--- src/gmc_pkg.sv ---
package gmc_pkg;

   localparam int MAX_CLUSTERS = 8;
   localparam int CIDX_W = (MAX_CLUSTERS > 1) ? $clog2(MAX_CLUSTERS) : 1;
   localparam int EXP_STEPS = 1024;
   localparam logic [65:0] EXP_RATIO = 66'd4228380000;

   localparam logic ACTION_LOAD = 1'b0;
   localparam logic ACTION_CLASSIFY = 1'b1;

   typedef logic [15:0] exp_table_type [EXP_STEPS];

   typedef struct packed {
      logic [23:0] mean;
      logic [31:0] inv;
      logic [16:0] weight;
   } cluster_type;

   typedef struct packed {
      logic busy;
      logic done;
      logic [31:0] recip;
   } recip_status_type;

   // exp(-i/64) in q0.16, built by a q0.32 recurrence
   function automatic exp_table_type build_exp_table();
      exp_table_type tab;
      logic [65:0] t;
      logic [65:0] e;
      t = 66'd1 << 32;
      for (int i = 0; i < EXP_STEPS; i++) begin
         e = (t + 66'd32768) >> 16;
         tab[i] = (e > 66'd65535) ? 16'hFFFF : e[15:0];
         t = (t * EXP_RATIO + (66'd1 << 31)) >> 32;
      end
      return tab;
   endfunction

   localparam exp_table_type EXP_TABLE = build_exp_table();

endpackage

--- src/gmc_recip.sv ---
module gmc_recip
   import gmc_pkg::*;
(
   input  logic             clock,
   input  logic             reset,
   input  logic             start,
   input  logic [23:0]      divisor,
   output recip_status_type status
);

   logic [23:0] d_ff, d_in;
   logic [24:0] rem_ff, rem_in;
   logic [32:0] q_ff, q_in;
   logic [5:0]  cnt_ff, cnt_in;
   logic        busy_ff, busy_in;
   logic        done_ff, done_in;
   logic [24:0] rem_shift;
   logic        ge;

   // restoring division of 2^32 by the divisor, one quotient bit a cycle
   always_comb begin
      rem_shift = {rem_ff[23:0], (cnt_ff == 6'd32)};
      ge = rem_shift >= {1'b0, d_ff};
      d_in = d_ff;
      rem_in = rem_ff;
      q_in = q_ff;
      cnt_in = cnt_ff;
      busy_in = busy_ff;
      done_in = 1'b0;
      if (start) begin
         d_in = divisor;
         rem_in = '0;
         q_in = '0;
         cnt_in = 6'd32;
         busy_in = 1'b1;
      end else if (busy_ff) begin
         rem_in = ge ? (rem_shift - {1'b0, d_ff}) : rem_shift;
         q_in = {q_ff[31:0], ge};
         cnt_in = cnt_ff - 6'd1;
         if (cnt_ff == 6'd0) begin
            busy_in = 1'b0;
            done_in = 1'b1;
         end
      end
   end

   always_ff @(posedge clock) begin
      d_ff <= d_in;
      rem_ff <= rem_in;
      q_ff <= q_in;
      cnt_ff <= cnt_in;
      if (reset) begin
         busy_ff <= 1'b0;
         done_ff <= 1'b0;
      end else begin
         busy_ff <= busy_in;
         done_ff <= done_in;
      end
   end

   assign status.busy = busy_ff;
   assign status.done = done_ff;
   assign status.recip = q_ff[32] ? 32'hFFFF_FFFF : q_ff[31:0];

endmodule

--- config.mk ---
export PLATFORM = sky130hd
export DESIGN_NAME = gmc_recip
export DESIGN_NICKNAME = d
export VERILOG_FILES = /design/src/gmc_pkg.sv /design/src/gmc_recip.sv
export SDC_FILE = /design/constraint.sdc
export NUM_CORES = 1
export LEC_CHECK = 0
export ABC_CLOCK_PERIOD_IN_PS = 3500
export BUFFER_PORTS_ARGS = -buffer_cell sky130_fd_sc_hd__buf_4
export CAP_MARGIN = 20
export CORE_ASPECT_RATIO = 1.25
export CORE_UTILIZATION = 55
export CTS_CLUSTER_SIZE = 8
export DETAILED_ROUTE_END_ITERATION = 10
export GPL_ROUTABILITY_DRIVEN = 1
export PLACE_DENSITY = 0.83
export SYNTH_ARGS = -nofsm -noshare
export SYNTH_HDL_FRONTEND = slang
export SYNTH_SLANG_ARGS = --single-unit
--- constraint.sdc ---
create_clock -name clock -period 3.5 [get_ports clock]
set_input_delay 0.175 -clock clock [delete_from_list [all_inputs] [get_ports clock]]
set_output_delay 0.175 -clock clock [all_outputs]
set_load 0.1 [all_outputs]
# Yosys cells after proc, flatten, opt, wreduce, memory -nomap -nowiden
# Index checks and enable logic that the tools add are counted.
# totals
ff_bits	89
in_bits	27
# classes
n_addsub	2
magnitude_cmp	1
n_eq_ne	1
muxes	6
bitwise	1
n_reduce_logical	2
# op_table
op	n
$mux W32	1
$ge A25 B24 Y1	1
$mux W24	1
$sub A24 B24 Y24	1
$eq A6 B6 Y1 const B	1
$logic_not A6 Y1	1
$sub A6 B1 Y6 const B	1
$mux W1	4
$reduce_or A3 Y1	1
$not A1 Y1	1

# Logic depth before layout (Yosys ltp)
# Gate-level depths: netlist of run 1.
# depth
ltp_word	4
mapped_depth	16

# Worst setup path before layout of run 1
# No wires, ideal clock.
# synth_timing
kind	register to register
from	register cnt_ff[0]
to	register rem_ff[16]
t_arrival_ns	2.599
required_ns	3.414
path_slack_ns	0.815
path_stages_with_launch	16
path_buffers	0
synth_period_minus_slack_ns	2.685
cell_sequence	dfxtp_1 inv_1 ha_1 nand2_1 nor2_1 nand2_1 ha_1 fa_1 nor2b_1 o21bai_1 a31oi_1 o41ai_1 o21bai_1 mux2i_1 o31ai_1 a211oi_1
# synth_between
elab_chain_cells	3
word_cells_on_any_way	4
cone_classes	add/sub: 1; order compare: 1; eq/ne: 1; mux: 1
# synth_lines
item	line	source
from (decl)	gmc_recip.sv:14	logic [5:0] cnt_ff, cnt_in;
from (signal assigned)	gmc_recip.sv:51	cnt_ff <= cnt_in;
$eq A6 B6 Y1 (*)	gmc_recip.sv:22	rem_shift = {rem_ff[23:0], (cnt_ff == 6'd32)};
$sub A24 B24 Y24 / $ge A25 B24 Y1 (equally long branches)	gmc_recip.sv:37, gmc_recip.sv:23	
$mux W24 (*)	gmc_recip.sv:37	rem_in = ge ? (rem_shift - {1'b0, d_ff}) : rem_shift;
to (signal assigned)	gmc_recip.sv:49	rem_ff <= rem_in;
to (decl)	gmc_recip.sv:12	logic [24:0] rem_ff, rem_in;
# Every way passes the cells marked *; elsewhere a longest branch is shown, timed or not.
# A chain may end at the register's enable or synchronous reset.

# Worst setup path after layout of run 1
# layout_timing
from	register cnt_ff[3]
to	register rem_ff[2]
# The elaborated chain is that of the path after synthesis.

==> flow_summary.html, run 1 <==
<table>
<tr><th>Metric</th><th>Value</th></tr>
<tr><th colspan="2">Clocking</th></tr>
<tr><td>Number of buffers inserted by post-CTS setup repair</td><td>0</td></tr>
<tr><td>CTS H-tree depth</td><td>3</td></tr>
<tr><td>Total number of clock tree sinks</td><td>89</td></tr>
<tr><td>Cell at the root of the clock tree</td><td>sky130_fd_sc_hd__clkbuf_8</td></tr>
<tr><td>Clock latency reported for the late side of the worst-skew pair</td><td>~0.37 ns</td></tr>
<tr><td>Clock slew at the register clock pins of the worst setup and hold paths</td><td>0.09 ns</td></tr>
<tr><td>TritonCTS Buffers</td><td>9</td></tr>
<tr><td>Max clock buf depth</td><td>2</td></tr>
<tr><td>TritonCTS clock tree</td><td>built</td></tr>
<tr><th colspan="2">Critical path</th></tr>
<tr><td>Critical path cell sequence</td><td>nor2_1 &gt; nand2_1 &gt; nor2_1 &gt; nand2_1 &gt; ha_1 &gt; nand2b_1 &gt; a211o_1 &gt; a31oi_2 &gt; a31o_2 &gt; o21ai_4 &gt; buf_4 &gt; nor3_1 &gt; a21oi_1 &gt; a211oi_1</td></tr>
<tr><td>Critical path startpoint category</td><td>flop</td></tr>
<tr><td>Signal arrival time at the worst endpoint</td><td>3.45 ns</td></tr>
<tr><td>Kind of cell adding the most delay to the critical path</td><td>compound AO/OA/AOI/OAI gates</td></tr>
<tr><td>Start-to-end type of the worst setup path</td><td>reg -&gt; reg</td></tr>
<tr><td>Highest net fanout along the worst path</td><td>19</td></tr>
<tr><td>Worst path slowest cell</td><td>sky130_fd_sc_hd__dfxtp_1</td></tr>
<tr><td>Worst stage delay on the critical path</td><td>0.35 ns</td></tr>
<tr><td>Data required, critical path</td><td>3.78 ns</td></tr>
<tr><td>Type of destination of the critical path</td><td>flop</td></tr>
<tr><td>Critical path buffer and inverter count</td><td>1</td></tr>
<tr><th colspan="2">Power</th></tr>
<tr><td>Internal cell power</td><td>1.741 mW</td></tr>
<tr><td>Sequential fraction of design power</td><td>between 40% and 50%</td></tr>
<tr><td>Switching portion of total power</td><td>31.05%</td></tr>
<tr><td>Static leakage</td><td>2.713 nW</td></tr>
<tr><td>Part of the total power dissipated in the clock network</td><td>29.1%</td></tr>
<tr><td>NetSw</td><td>0.7840 mW</td></tr>
<tr><td>Pwr per Cell Area</td><td>433.4 nW/um^2</td></tr>
<tr><td>Maximum vdd drop</td><td>~280 uV</td></tr>
<tr><td>Final total power</td><td>~2.5 mW</td></tr>
<tr><td>Logic gate share of total power</td><td>24.7%</td></tr>
<tr><th colspan="2">Synthesis</th></tr>
<tr><td>Count of flip-flops with a built-in enable after synthesis</td><td>24</td></tr>
<tr><td>Register area share after synthesis</td><td>between 40% and 50%</td></tr>
<tr><td>Syn Inst Count</td><td>529</td></tr>
<tr><td>Top cells by area in the synthesized netlist</td><td>sky130_fd_sc_hd__dfxtp_1 27%, sky130_fd_sc_hd__edfxtp_1 15%, sky130_fd_sc_hd__mux2i_1 9.2%</td></tr>
<tr><td>Area fraction of the dominant cell type after synthesis</td><td>26.71%</td></tr>
<tr><td>Netlist area before placement</td><td>4872 sq um</td></tr>
<tr><td>Count of warnings emitted by yosys</td><td>0</td></tr>
<tr><td>Synth area leader</td><td>sky130_fd_sc_hd__dfxtp_1</td></tr>
<tr><td>Share of flip-flops with an asynchronous set or reset after synthesis</td><td>0%</td></tr>
<tr><td>Total nets after synthesis</td><td>583</td></tr>
<tr><td>Most common cell in the netlist</td><td>sky130_fd_sc_hd__nor2_1</td></tr>
<tr><td>Seq cells post-synth</td><td>89</td></tr>
<tr><td>Most used flip-flop cell after synthesis</td><td>sky130_fd_sc_hd__dfxtp_1</td></tr>
<tr><td>Top cells by count, synth</td><td>81 x sky130_fd_sc_hd__nor2_1, 65 x sky130_fd_sc_hd__dfxtp_1, 45 x sky130_fd_sc_hd__mux2i_1, 35 x sky130_fd_sc_hd__inv_1</td></tr>
<tr><td>Synthesized area per cell</td><td>a little over 9 sq um</td></tr>
<tr><td>Number of distinct library cells after synthesis</td><td>56</td></tr>
<tr><th colspan="2">STA</th></tr>
<tr><td>Final-layout setup total negative slack</td><td>0 ns</td></tr>
<tr><td>Slew HR</td><td>a little over two fifths</td></tr>
<tr><td>Clk_skew</td><td>0.007517 ns</td></tr>
<tr><td>Fin. max-slew vios</td><td>0</td></tr>
<tr><td>Number of failing hold endpoints at the final stage</td><td>0</td></tr>
<tr><td>Number of setup violations in the final report</td><td>0</td></tr>
<tr><td>Final critical-path required period</td><td>3.168 ns</td></tr>
<tr><td>Setup repair after global routing missed its margin</td><td>false</td></tr>
<tr><td>Post-route fraction of the period consumed by the critical path</td><td>around nine tenths</td></tr>
<tr><td>Worst-Margin Slew</td><td>0.8728 ns</td></tr>
<tr><td>Highest attainable clock frequency</td><td>315.7 MHz</td></tr>
<tr><th colspan="2">GRT</th></tr>
<tr><td>Antenna violations before repair</td><td>0</td></tr>
<tr><td>Pin count of the biggest net entering global routing</td><td>83</td></tr>
<tr><td>Global route overflow</td><td>0</td></tr>
<tr><td>Number of global-route vias before repair</td><td>4004</td></tr>
<tr><td>Overall track demand over capacity in global routing</td><td>23.58%</td></tr>
<tr><td>First-pass GRT wire length</td><td>17330 microns</td></tr>
<tr><th colspan="2">Drt</th></tr>
<tr><td>Detail-routed net length per standard cell</td><td>14.00 microns</td></tr>
<tr><td>DRT Wirelength</td><td>10160 microns</td></tr>
<tr><td>Post-route DRC violation count</td><td>0</td></tr>
<tr><td>Number of nets with antenna violations after routing</td><td>0</td></tr>
<tr><td>First-iteration detailed-routing DRC count</td><td>216</td></tr>
<tr><td>Via/cell ratio</td><td>~5.5</td></tr>
<tr><td>Drt pass-1 iters</td><td>6</td></tr>
<tr><td>Via count</td><td>3991</td></tr>
<tr><th colspan="2">Cells and area</th></tr>
<tr><td>Antenna Cells</td><td>0</td></tr>
<tr><td>Net count reported at finish</td><td>655</td></tr>
<tr><td>Share of final-layout standard cells stronger than drive strength 1</td><td>19.47%</td></tr>
<tr><td>Area growth syn-to-layout</td><td>19.57%</td></tr>
<tr><td>Filler Cell Count</td><td>740</td></tr>
<tr><th colspan="2">Die</th></tr>
<tr><td>Effective utilization at floorplan</td><td>56.30%</td></tr>
<tr><td>Die Area</td><td>9242 sq um</td></tr>
<tr><td>Die H</td><td>107.2 microns</td></tr>
<tr><td>IO Pins</td><td>61</td></tr>
<tr><td>Area of the core</td><td>about 8700 sq um</td></tr>
<tr><td>Number of core rows</td><td>38</td></tr>
<tr><td>Die width</td><td>86.19 microns</td></tr>
<tr><th colspan="2">Placed design</th></tr>
<tr><td>Placer congestion estimate</td><td>0.8737</td></tr>
<tr><td>Post-detailed-placement half-perimeter wirelength</td><td>between 6000 and 7000 microns</td></tr>
<tr><td>Port Buffers</td><td>60</td></tr>
<tr><th colspan="2">Job</th></tr>
<tr><td># Max-Cap Violations</td><td>0</td></tr>
<tr><th colspan="2">Worst hold path</th></tr>
<tr><td>Tightest Hold Check Type</td><td>in -&gt; reg</td></tr>
<tr><th colspan="2">Status</th></tr>
<tr><td>Outcome</td><td>complete, no violations</td></tr>
</table>
==> cells by family (layout without fill, tap and decap cells) <==
| family | count (synthesis) | after routing | share of synthesized area, % |
|---|---|---|---|
| compound gates | 103 | 103 | 14.51 |
| xor+xnor | 23 | 23 | 4.135 |
| fa+ha+maj | 27 | 27 | 7.088 |
| buf+inv | 63 | 140 | 5.547 |
| flops | 89 | 89 | 41.50 |
| mux | 46 | 46 | 9.476 |
| simple gates | 178 | 178 | 17.75 |
==> sequential cells by signal, summed over array words and instances, names as in the netlist <==
name     flops
cnt_ff       6
rem_ff      24
q_ff        33
busy_ff      1
d_ff        24
done_ff      1
==> through the flow <==
stage               instance area (sq um)  hold WS, ns  setup slack (ns)  cells  utilization (%)
CTS                                  5826       0.3952            0.3004    726            67.32
floorplan                            4872       0.2474            0.8151    529                -
global placement                     5368       0.3528            0.4392    685            62.03
detailed placement                   5368       0.3446            0.3366    685            62.03
finish                               5826       0.3876            0.3321    726            67.32
global route                         5826       0.4198           0.04018    726            67.32
==> layout make-up <==
cell class / instances / area (sq um) / area share (%)
well taps: 120 / 150.1 / 2.577
clock inverters: 4 / 30.03 / 0.5155
clock buffers: 12 / 177.7 / 3.050
inverters: 35 / 131.4 / 2.255
multi-input cells: 377 / 2580 / 44.29
flip-flops and latches: 89 / 2026 / 34.77
repair buffers: 89 / 730.7 / 12.54
==> layer usage <==
| metal | GRT usage, % | wire, microns | up-vias |
|---|---|---|---|
| met4 | 11.07 | 380 | 0 |
| met2 | 41.04 | 5066 | 95 |
| met3 | 6.390 | 397 | 37 |
| met5 | 0 | 0 | - |
| met1 | 26.48 | 4318 | 1871 |
| li1 | - | - | 1988 |
==> worst paths after layout <==
| kind | slack, ns | from | depth (start not counted) | endpoint |
|---|---|---|---|---|
| max | 0.33 | cnt_ff[3] | 14 | rem_ff[2] |
| max reg2reg | 0.33 | cnt_ff[3] | 14 | rem_ff[2] |
| min reg2reg | 0.50 | rem_ff[14] | 2 | rem_ff[14] |
| min | 0.39 | start | 2 | rem_ff[7] |
==> power groups by stage <==
stage | Clock [mW] | Sequential (mW) | Combinational, mW
after floorplan | 0 | 1.17 | 0.489
after global placement | 0 | 1.19 | 0.571
after detailed placement | 0 | 1.19 | 0.590
after CTS | 0.751 | 1.17 | 0.619
after global routing | 0.803 | 1.18 | 0.685
final | 0.735 | 1.17 | 0.623
==> placed cells by master (no fill, tap or decap), types with 3 or more instances in the layout <==
cell type / n
sky130_fd_sc_hd__o21bai_1: 5
sky130_fd_sc_hd__xor2_1: 9
sky130_fd_sc_hd__nor3_1: 7
sky130_fd_sc_hd__clkbuf_8: 9
sky130_fd_sc_hd__nor2b_1: 3
sky130_fd_sc_hd__buf_4: 64
sky130_fd_sc_hd__mux2i_1: 45
sky130_fd_sc_hd__nor2_1: 81
sky130_fd_sc_hd__a21o_1: 7
sky130_fd_sc_hd__nor4_1: 3
sky130_fd_sc_hd__and3_1: 9
sky130_fd_sc_hd__o21ai_0: 8
sky130_fd_sc_hd__nand2b_1: 7
sky130_fd_sc_hd__xnor2_1: 14
sky130_fd_sc_hd__o211ai_1: 3
sky130_fd_sc_hd__a211oi_1: 21
sky130_fd_sc_hd__ha_1: 26
sky130_fd_sc_hd__dlygate4sd3_1: 25
sky130_fd_sc_hd__nand3_1: 8
sky130_fd_sc_hd__a21oi_1: 32
sky130_fd_sc_hd__a31oi_1: 5
sky130_fd_sc_hd__nand2_1: 17
sky130_fd_sc_hd__or2_2: 32
sky130_fd_sc_hd__inv_1: 35
sky130_fd_sc_hd__edfxtp_1: 24
sky130_fd_sc_hd__dfxtp_1: 64
==> timing repair <==
action | CTS | global route
hold buffers | 25 | 0
resized for setup | 0 | 1
endpoints found under the hold margin | 26 | 0
endpoints found under the setup margin | 0 | 1
Note: power is estimated with default switching activity, not from simulation.
==> inputs of run 2 (changes only) <==
--- a/config.mk
+++ b/config.mk
@@ -5,15 +5,15 @@
 export SDC_FILE = /design/constraint.sdc
 export NUM_CORES = 1
 export LEC_CHECK = 0
-export ABC_CLOCK_PERIOD_IN_PS = 3500
+export ABC_CLOCK_PERIOD_IN_PS = 2850
 export BUFFER_PORTS_ARGS = -buffer_cell sky130_fd_sc_hd__buf_4
 export CAP_MARGIN = 20
 export CORE_ASPECT_RATIO = 1.25
-export CORE_UTILIZATION = 55
+export CORE_UTILIZATION = 53
 export CTS_CLUSTER_SIZE = 8
 export DETAILED_ROUTE_END_ITERATION = 10
 export GPL_ROUTABILITY_DRIVEN = 1
-export PLACE_DENSITY = 0.83
+export PLACE_DENSITY = 0.84
 export SYNTH_ARGS = -nofsm -noshare
 export SYNTH_HDL_FRONTEND = slang
 export SYNTH_SLANG_ARGS = --single-unit
==> constraint.sdc (replaced) <==
create_clock -name clock -period 2.85 [get_ports clock]
set_input_delay 0.1425 -clock clock [delete_from_list [all_inputs] [get_ports clock]]
set_output_delay 0.1425 -clock clock [all_outputs]
set_load 0.1 [all_outputs]
==> flow_summary.html, run 2 (synthesized netlist as in run 1, its figures left out) <==
<table>
<tr><th>Metric</th><th>Value</th></tr>
<tr><th colspan="2">STA</th></tr>
<tr><td>Fin. max-slew vios</td><td>0 (unchanged)</td></tr>
<tr><td>Clk_skew</td><td>0.01672 ns (+0.009202 ns)</td></tr>
<tr><td>Highest attainable clock frequency</td><td>354.9 MHz (+12%)</td></tr>
<tr><td>Worst-Margin Slew</td><td>0.8596 ns (-0.01315 ns)</td></tr>
<tr><td>Final critical-path required period</td><td>2.818 ns (-0.3502 ns)</td></tr>
<tr><td>Slew HR</td><td>42.61% (+0.80 points)</td></tr>
<tr><td>Post-route fraction of the period consumed by the critical path</td><td>98.87% (+8.4 points)</td></tr>
<tr><td>Number of failing hold endpoints at the final stage</td><td>0 (unchanged)</td></tr>
<tr><td>Setup repair after global routing missed its margin</td><td>true</td></tr>
<tr><td>Number of setup violations in the final report</td><td>0 (unchanged)</td></tr>
<tr><td>Post-route worst hold slack</td><td>0.2650 ns (-0.1226 ns)</td></tr>
<tr><td>Final-layout setup total negative slack</td><td>0 ns (unchanged)</td></tr>
<tr><th colspan="2">Cells and area</th></tr>
<tr><td>Area growth syn-to-layout</td><td>28.69%</td></tr>
<tr><td>Register ranked first by flip-flop count</td><td>q_ff</td></tr>
<tr><td>Net count reported at finish</td><td>697 (+6.4%)</td></tr>
<tr><td>Most common library cell in the layout ignoring fill and taps</td><td>sky130_fd_sc_hd__buf_4</td></tr>
<tr><td>Antenna Cells</td><td>0 (unchanged)</td></tr>
<tr><td>Flip-flop count of the largest register, all copies and words added</td><td>33 (unchanged)</td></tr>
<tr><td>Regs by FF count</td><td>q_ff (33), d_ff (24), rem_ff (24)</td></tr>
<tr><td>Core Util, Final</td><td>71.28% (+4.0 points)</td></tr>
<tr><td>Share of final-layout standard cells stronger than drive strength 1</td><td>27.16% (+7.7 points)</td></tr>
<tr><td>Commonest non-fill, non-tap cells in the layout</td><td>102 x sky130_fd_sc_hd__buf_4, 79 x sky130_fd_sc_hd__nor2_1, 62 x sky130_fd_sc_hd__dfxtp_1, 45 x sky130_fd_sc_hd__mux2i_1, 33 x sky130_fd_sc_hd__inv_1</td></tr>
<tr><th colspan="2">Die</th></tr>
<tr><td>Area of the core</td><td>8796 sq um (+1.6%)</td></tr>
<tr><td>Die Area</td><td>9582 sq um (+3.7%)</td></tr>
<tr><td>Effective utilization at floorplan</td><td>55.39% (-0.91 points)</td></tr>
<tr><td>Die width</td><td>87.76 microns (+1.8%)</td></tr>
<tr><td>IO Pins</td><td>61 (unchanged)</td></tr>
<tr><td>Die H</td><td>109.2 microns (+1.8%)</td></tr>
<tr><td>Number of core rows</td><td>38 (unchanged)</td></tr>
<tr><th colspan="2">Drt</th></tr>
<tr><td>Number of nets with antenna violations after routing</td><td>0 (unchanged)</td></tr>
<tr><td>Via count</td><td>4276 (+7.1%)</td></tr>
<tr><td>Via/cell ratio</td><td>5.568 (+1.3%)</td></tr>
<tr><td>Post-route DRC violation count</td><td>0 (unchanged)</td></tr>
<tr><td>Detail-routed net length per standard cell</td><td>15.21 microns (+8.6%)</td></tr>
<tr><td>Drt pass-1 iters</td><td>5 (-1)</td></tr>
<tr><td>First-iteration detailed-routing DRC count</td><td>269 (+25%)</td></tr>
<tr><td>DRT Wirelength</td><td>11680 microns (+15%)</td></tr>
<tr><th colspan="2">GRT</th></tr>
<tr><td>GR peak layer</td><td>met2</td></tr>
<tr><td>Met2 routing resource usage after global routing</td><td>41.81% (+0.76 points)</td></tr>
<tr><td>Met3 capacity usage during global routing</td><td>5.299% (-1.1 points)</td></tr>
<tr><td>Pin count of the biggest net entering global routing</td><td>53 (-36%)</td></tr>
<tr><td>Number of global-route vias before repair</td><td>4182 (+4.4%)</td></tr>
<tr><td>Met1 usage</td><td>28.65% (+2.2 points)</td></tr>
<tr><td>Global route overflow</td><td>0 (unchanged)</td></tr>
<tr><td>Overall track demand over capacity in global routing</td><td>24.38% (+0.80 points)</td></tr>
<tr><td>First-pass GRT wire length</td><td>18400 microns (+6.2%)</td></tr>
<tr><td>Antenna violations before repair</td><td>0 (unchanged)</td></tr>
<tr><th colspan="2">Critical path</th></tr>
<tr><td>Worst stage delay on the critical path</td><td>0.38 ns (+0.03 ns)</td></tr>
<tr><td>Worst path slowest cell</td><td>sky130_fd_sc_hd__fa_2</td></tr>
<tr><td>Critical path cell sequence</td><td>inv_2 &gt; ha_4 &gt; nand2_2 &gt; nor2_2 &gt; nand2_1 &gt; ha_2 &gt; fa_2 &gt; nor2b_4 &gt; o21bai_4 &gt; a31oi_4 &gt; nor2_1 &gt; o211ai_1 &gt; xnor2_1 &gt; mux2i_1 &gt; a211oi_1</td></tr>
<tr><td>Type of destination of the critical path</td><td>flop</td></tr>
<tr><td>Critical path startpoint category</td><td>flop</td></tr>
<tr><td>Highest net fanout along the worst path</td><td>3 (-16)</td></tr>
<tr><td>Worst reg2reg startpoint</td><td>cnt_ff[1]</td></tr>
<tr><td>Number of cells on the worst reg-to-reg path</td><td>15 (+1)</td></tr>
<tr><td>Signal arrival time at the worst endpoint</td><td>3.08 ns (-0.37 ns)</td></tr>
<tr><td>Data required, critical path</td><td>3.11 ns (-0.67 ns)</td></tr>
<tr><td>Start-to-end type of the worst setup path</td><td>reg -&gt; reg</td></tr>
<tr><td>Endpoint of the worst-slack reg-to-reg timing path</td><td>rem_ff[20]</td></tr>
<tr><td>Slack of the worst reg-to-reg path</td><td>0.03 ns (-0.30 ns)</td></tr>
<tr><th colspan="2">Power</th></tr>
<tr><td>Maximum vdd drop</td><td>297.9 uV (+4.9%)</td></tr>
<tr><td>Pwr per Cell Area</td><td>536.3 nW/um^2 (+24%)</td></tr>
<tr><td>Static leakage</td><td>2.936 nW (+8.2%)</td></tr>
<tr><th colspan="2">Status</th></tr>
<tr><td>Outcome</td><td>complete, no violations</td></tr>
<tr><th colspan="2">Worst hold path</th></tr>
<tr><td>Hold Path Stages</td><td>2 (unchanged)</td></tr>
<tr><td>Startpoint of the tightest hold check path</td><td>start</td></tr>
<tr><td>Tightest Hold Check Type</td><td>in -&gt; reg</td></tr>
<tr><td>Worst-case hold path end point</td><td>rem_ff[1]</td></tr>
<tr><th colspan="2">Clocking</th></tr>
<tr><td>Total number of clock tree sinks</td><td>89 (unchanged)</td></tr>
<tr><td>Clock latency reported for the late side of the worst-skew pair</td><td>0.37 ns (about the same)</td></tr>
<tr><td>Clock slew at the register clock pins of the worst setup and hold paths</td><td>0.09 ns (about the same)</td></tr>
<tr><td>Max clock buf depth</td><td>2 (unchanged)</td></tr>
<tr><td>TritonCTS clock tree</td><td>built</td></tr>
<tr><td>Cell at the root of the clock tree</td><td>sky130_fd_sc_hd__clkbuf_8</td></tr>
<tr><td>TritonCTS Buffers</td><td>9 (unchanged)</td></tr>
<tr><td>CTS H-tree depth</td><td>3 (unchanged)</td></tr>
<tr><th colspan="2">Placed design</th></tr>
<tr><td>Port Buffers</td><td>60 (unchanged)</td></tr>
<tr><td>Post-detailed-placement half-perimeter wirelength</td><td>7131 microns (+5.4%)</td></tr>
<tr><td>Placer congestion estimate</td><td>0.8490 (-2.8%)</td></tr>
<tr><th colspan="2">Job</th></tr>
<tr><td># Max-Cap Violations</td><td>0 (unchanged)</td></tr>
</table>
run 2: what timing repair did:
item | 4_1_cts | 5_1_grt
pin swaps | 8 | 21
gates resized for setup | 5 | 25
endpoints found under the hold margin | 26 | 0
buffers inserted | 14 | 8
cloned | 1 | 0
hold buffers | 25 | 0
endpoints found under the setup margin | 15 | 22
run 2: power breakdown:
part / internal [mW] / total [mW] / leakage, nW / switching (mW)
clock: 0.453 / 0.913 / 0.108 / 0.460
combinational: 0.486 / 1.02 / 2.06 / 0.531
sequential: 1.37 / 1.43 / 0.765 / 0.0596
total: 2.31 / 3.36 / 2.94 / 1.05
run 2: worst max-delay path by stage:
stage	slack [ns]	depth (start not counted)	endpoint	start
floorplan	0.17	15	rem_ff[16]	cnt_ff[0]
global placement	0.02	14	rem_ff[7]	cnt_ff[0]
detailed placement	-0.11	14	rem_ff[7]	cnt_ff[0]
CTS	0.01	16	rem_ff[22]	cnt_ff[0]
global route	-0.16	15	rem_ff[12]	cnt_ff[1]
finish	0.03	15	rem_ff[20]	cnt_ff[1]
run 2: layout make-up:
class / instances / area, sq um
Clock buffer: 14 / 195.2
Clock inverter: 2 / 15.01
Fill cell: 626 / 2526
Inverter: 35 / 131.4
Multi-Input combinational cell: 378 / 2700
Sequential cell: 89 / 2028
Tap cell: 120 / 150.1
Timing Repair Buffer: 130 / 1050
run 2: critical path: cells and delay by family, from the launching register on:
kind                     cells  cell delay [ns]
AO/OA/AOI/OAI                4             0.82
adder cells (fa/ha/maj)      3             0.70
flip-flops                   1             0.33
XOR/XNOR                     1             0.17
buffers and inverters        1             0.08
multiplexers                 1             0.11
AND/OR/NAND/NOR              5             0.49
run 2: per-stage QoR:
stage	total power [mW]	cells	setup slack, ns	instance area (sq um)
detailed placement	2.248	704	-0.1102	5510
global route	3.507	768	-0.1575	6270
floorplan	2.034	529	0.1651	4872
finish	3.362	768	0.03231	6270
global placement	2.213	704	0.02454	5510
CTS	3.256	760	0.01105	6102
run 2: layer usage:
metal	vias to the layer above	part of all wire [%]
met5	-	0
met4	0	2.6
met3	34	5.2
met2	151	50
met1	2013	42
li1	2078	-
